File: src/rtl/fpp_pkg.sv
// ----------------------------------------------------------------------------
// fpp_pkg
// shared types, register indexes and helpers for the perspective projector
// ----------------------------------------------------------------------------
package fpp_pkg;

  typedef struct packed {
    logic signed [31:0] world_x;
    logic signed [31:0] world_y;
    logic signed [31:0] world_z;
  } point_t;

  typedef struct packed {
    logic signed [31:0] pixel_x;
    logic signed [31:0] pixel_y;
    logic signed [31:0] depth;
    logic               zero_depth;
  } pixel_t;

  // configuration register file, index 0 in the low word
  typedef logic [7:0][63:0] cfg_regs_t;

  localparam int NUM_REGS = 8;
  localparam logic [2:0] REG_ROW0_FIRST  = 3'd0;
  localparam logic [2:0] REG_ROW0_SECOND = 3'd1;
  localparam logic [2:0] REG_ROW1_FIRST  = 3'd2;
  localparam logic [2:0] REG_ROW1_SECOND = 3'd3;
  localparam logic [2:0] REG_ROW2_FIRST  = 3'd4;
  localparam logic [2:0] REG_ROW2_SECOND = 3'd5;
  localparam logic [2:0] REG_SCALES      = 3'd6;
  localparam logic [2:0] REG_CENTRE      = 3'd7;

  // quotient bits kept by the reciprocal unit
  localparam int QUOT_BITS = 33;

  // data carried alongside the reciprocal pipeline
  typedef struct packed {
    logic signed [31:0] t_x;
    logic signed [31:0] t_y;
    logic signed [31:0] depth;
    logic               zero;
    logic               cz_pos;
    logic               big;
    logic [31:0]        divisor;
  } side_t;

  function automatic logic signed [31:0] sat32(input logic signed [65:0] v);
    logic signed [31:0] r;
    if (v > 66'sh0_7FFF_FFFF) begin
      r = 32'sh7FFF_FFFF;
    end else if (v < -66'sh0_8000_0000) begin
      r = 32'sh8000_0000;
    end else begin
      r = v[31:0];
    end
    return r;
  endfunction

endpackage

File: src/rtl/fpp_div_step.sv
// ----------------------------------------------------------------------------
// fpp_div_step
// one restoring-division stage, one quotient bit of the reciprocal
// ----------------------------------------------------------------------------
module fpp_div_step #(
  parameter int FRAC_BITS = 16,
  parameter int BIT       = 0
) (
  input  logic                        clk,
  input  logic                        rst,
  input  logic                        in_valid,
  input  logic [31:0]                 in_rem,
  input  logic [fpp_pkg::QUOT_BITS-1:0] in_quot,
  input  fpp_pkg::side_t              in_side,
  output logic                        out_valid,
  output logic [31:0]                 out_rem,
  output logic [fpp_pkg::QUOT_BITS-1:0] out_quot,
  output fpp_pkg::side_t              out_side
);

  // dividend is a single one at bit 2*FRAC_BITS
  localparam logic DBIT = (BIT == 2 * FRAC_BITS);

  logic [32:0] trial;
  logic        fits;

  assign trial = {in_rem, DBIT};
  assign fits  = trial >= {1'b0, in_side.divisor};

  always_ff @(posedge clk) begin
    if (rst) begin
      out_valid <= 1'b0;
    end else begin
      out_valid <= in_valid;
    end
    out_rem  <= fits ? 32'(trial - {1'b0, in_side.divisor}) : trial[31:0];
    out_quot <= {in_quot[fpp_pkg::QUOT_BITS-2:0], fits};
    out_side <= in_side;
  end

endmodule

File: config.mk
export PLATFORM = sky130hd
export DESIGN_NAME = fpp_div_step
export DESIGN_NICKNAME = d
export VERILOG_FILES = /design/src/rtl/fpp_pkg.sv /design/src/rtl/fpp_div_step.sv
export SDC_FILE = /design/constraint.sdc
export NUM_CORES = 1
export LEC_CHECK = 0
export BUFFER_PORTS_ARGS = -buffer_cell sky130_fd_sc_hd__buf_2
export CAP_MARGIN = 20
export CORE_AREA = 3 3 154 156
export CTS_CLUSTER_SIZE = 40
export DETAILED_ROUTE_END_ITERATION = 12
export DIE_AREA = 0 0 157 159
export HOLD_SLACK_MARGIN = 0.08
export PLACE_DENSITY = 0.69
export SLEW_MARGIN = 20
export SYNTH_ARGS = -nofsm -noshare
export SYNTH_HDL_FRONTEND = slang
export SYNTH_SLANG_ARGS = --single-unit
File: constraint.sdc
create_clock -name clk -period 4.6 [get_ports clk]
set_input_delay 0.23 -clock clk [delete_from_list [all_inputs] [get_ports clk]]
set_output_delay 0.23 -clock clk [all_outputs]
set_load 0.02 [all_outputs]
==> flow_summary.ini <==
[clock_tree]
cts_setup_buffers = 0
h-tree-depth = 4
cts_resized = 0
cts_buffer_depth = 2
cts_tree = yes
ctsHoldBuffers = 195
clock_sinks = 197
clkSlewWorstSetupHoldPaths_ns = 0.08
cts_buffers = 17
ctsRootBufferMaster = clkbuf_16

[global_route]
antenna_found_initial = 3
grt_max_degree = 29
grt_pass1_wl_um = 37400
gr-total-overflow = 0
grt_usage_pct = 19.5
grt_pass1_vias = 6554

[critical_path]
path_buf_inv = 2
path_max_fanout = 6
cp.arrival_ns = 3.69
cpPeakStageDelay_ns = 0.57
path_cells = dlygate4sd3_1 > buf_2 > ha_1 > a211oi_1 > or4b_4 > o21a_1 > a221oi_2 > o21ai_0 > xor2_1 > mux2_4
criticalPathCategory = in2reg
cp.required_ns = 4.92
start_kind = input pin
endpoint_kind = register
crit_family = compound AO/OA/AOI/OAI gates
slowest_stage = dlygate4sd3_1

[flow_run]
maxCapViolCount = 0

[routing]
drcViolationCount = 0
drt_first_pass_iters = 5
drt_wl_total_um = 25200
dr_total_vias = 6189
drtIter0Drc = 256
drt-vias-per-instance = 4.37
ant_nets = 0
wl_per_cell_um = 17.8

[synthesis]
synth_compound_area_share_pct = 11.0
synth_simple_gate_area_share_pct = 7.00
synthAdderAreaFrac_pct = 6.60
muxShareOfSynthArea_pct = 6.21
synth_nets = 750
synth_top_family_by_area = compound AO/OA/AOI/OAI gates
ys_ff_latch = 197
synthCells = 518
yosysSeqAreaShare_pct = 61.9
synth-main-ff-cell = dfxtp_1
synth_xor_area_share_pct = 3.44
ys_async_sr_fraction_pct = 0
syn_area_um2 = 6370
synth-edff-count = 0
synth-warning-count = 0
synthDistinctLibCells = 56
synth.avg_cell_area_um2 = 12.3

[timing]
post-route-period-util_pct = 73.3
tightest_slew_ns = 0.641
setup_violations = 0
relSlewSlack_pct = 57.0
drv_slew = 0
fmax_mhz = 297
rsz0062_at_grt = false
setup_tns_ns = 0
post-route-min-period_ns = 3.37
hold_viol = 0
fin_ws_ns = 1.23

[placed_design]
io_buffer_count = 394
place_congestion = 0.878
dp_slack_ns = 1.46
dp_hpwl_um = 18100

[finish]
regArea_um2 = 3940
syn_to_final_growth_pct = 75.7
multi_input_area_um2 = 2180
final_common_cell = buf_2
fin_nets = 1346
most-common-layout-cells = buf_2, dfxtp_1, dlygate4sd3_1, inv_1, ha_1
drive_above_1_share_pct = 41.3
num-fill-cells = 1976

[min_path]
hold_path_class = in2reg
holdPathEnd = out_rem[1]
hp-start = in_rem[0]
hold_path_depth = 3

[die]
die-area_um2 = 25000
die_h_um = 159
ios = 396
floorplan.initialDensity_pct = 28.3
core.rowCount = 55
coreArea_um2 = 22500
die_x_um = 157

[power_and_ir_drop]
internal_power_mw = 3.04
switchingPower_mw = 1.31
power_density_nw_per_um2 = 389
vdd_ir_drop_max_mv = 0.222
seqPwrFrac_pct = 43.1
p_leak_nw = 5.50
p_clk_share_pct = 35.0
switching_share_pct = 30.1
power_mw = 4.35
pwr-share-comb_pct = 21.9

[outcome]
run_status = finished clean
## metrics by stage
step                      hold slack [ns]  cell area, um2  std cells  utilization [%]
after floorplan                     0.258            6370        518                -
after CTS                           0.108           11200       1412             49.7
after global placement              0.333            8610       1185             38.2
after global routing                0.149           11200       1415             49.7
after detailed placement            0.334            8610       1185             38.2
final                               0.146           11200       1415             49.7
## power groups by stage
stage	Sequential (mW)	Combinational [mW]	Clock [mW]
3_5_place_dp	1.91	0.815	0
4_1_cts	1.88	0.955	1.58
5_1_grt	1.89	1.02	1.64
6_report	1.88	0.954	1.52
2_1_floorplan	2.10	0.317	0
3_3_place_gp	1.91	0.809	0
## tightest hold or removal path, stage by stage
cell	delay, ns
buf_2	0.12
inv_1	0.10
mux2i_1	0.08
## registers in the layout, indices dropped and copies added, names as in the netlist
signal and cells:
out_rem 32, out_quot 33, out_valid 1, out_side 131
## how the worst max path moves through the flow
stage	startpoint	endpoint	slack (ns)	depth (start not counted)
finish	in_rem[13]	out_rem[23]	1.23	10
global route	in_rem[13]	out_rem[31]	0.98	10
floorplan	in_side[10]	out_rem[10]	1.80	13
global placement	in_side[10]	out_rem[23]	1.48	11
CTS	in_side[14]	out_rem[23]	1.28	11
detailed placement	in_side[14]	out_rem[23]	1.46	10
## final cells by class
| cell class | count | area share [%] |
|---|---|---|
| well taps | 285 | 3.19 |
| diodes | 3 | 0.0671 |
| clock inverters | 14 | 1.61 |
| flip-flops and latches | 197 | 35.3 |
| clock buffers | 18 | 3.93 |
| repair buffers | 590 | 35.1 |
| multi-input cells | 272 | 19.5 |
| inverters | 36 | 1.28 |
## Yosys cell counts, drive strengths merged, types with 2 or more instances
master | n | area (um2)
a211o | 2 | 17.5
a211oi | 4 | 35.0
a21boi | 4 | 30.0
a21o | 15 | 113
a21oi | 24 | 124
a31oi | 4 | 25.0
and2 | 4 | 25.0
and3 | 4 | 30.0
buf | 4 | 63.8
clkbuf | 9 | 33.8
dfxtp | 197 | 3940
ha | 32 | 400
inv | 36 | 143
mux2 | 27 | 375
mux2i | 2 | 20.0
nand2 | 15 | 56.3
nand2b | 3 | 18.8
nand3 | 6 | 30.0
nand4 | 12 | 75.1
nor2 | 18 | 67.6
nor2b | 5 | 31.3
nor3 | 4 | 20.0
o211ai | 4 | 30.0
o21a | 7 | 52.6
o21ai | 20 | 111
o21bai | 2 | 15.0
o221ai | 2 | 17.5
o31ai | 6 | 45.0
or2 | 2 | 12.5
or3 | 3 | 18.8
xnor2 | 14 | 123
xor2 | 11 | 96.3
## metal layers
metal | part of all wire [%] | track usage, %
met5 | 0 | 0
met4 | 4.9 | 9.79
met3 | 7.3 | 5.87
met2 | 50 | 34.5
met1 | 38 | 20.8
## logic make-up after synthesis
| group | Yosys count |
|---|---|
| flops | 197 |
| compound gates | 102 |
| simple gates | 83 |
| buf+inv | 49 |
| fa+ha+maj | 33 |
| mux | 29 |
| xor+xnor | 25 |
No activity file was read; power rests on OpenSTA's default activity.
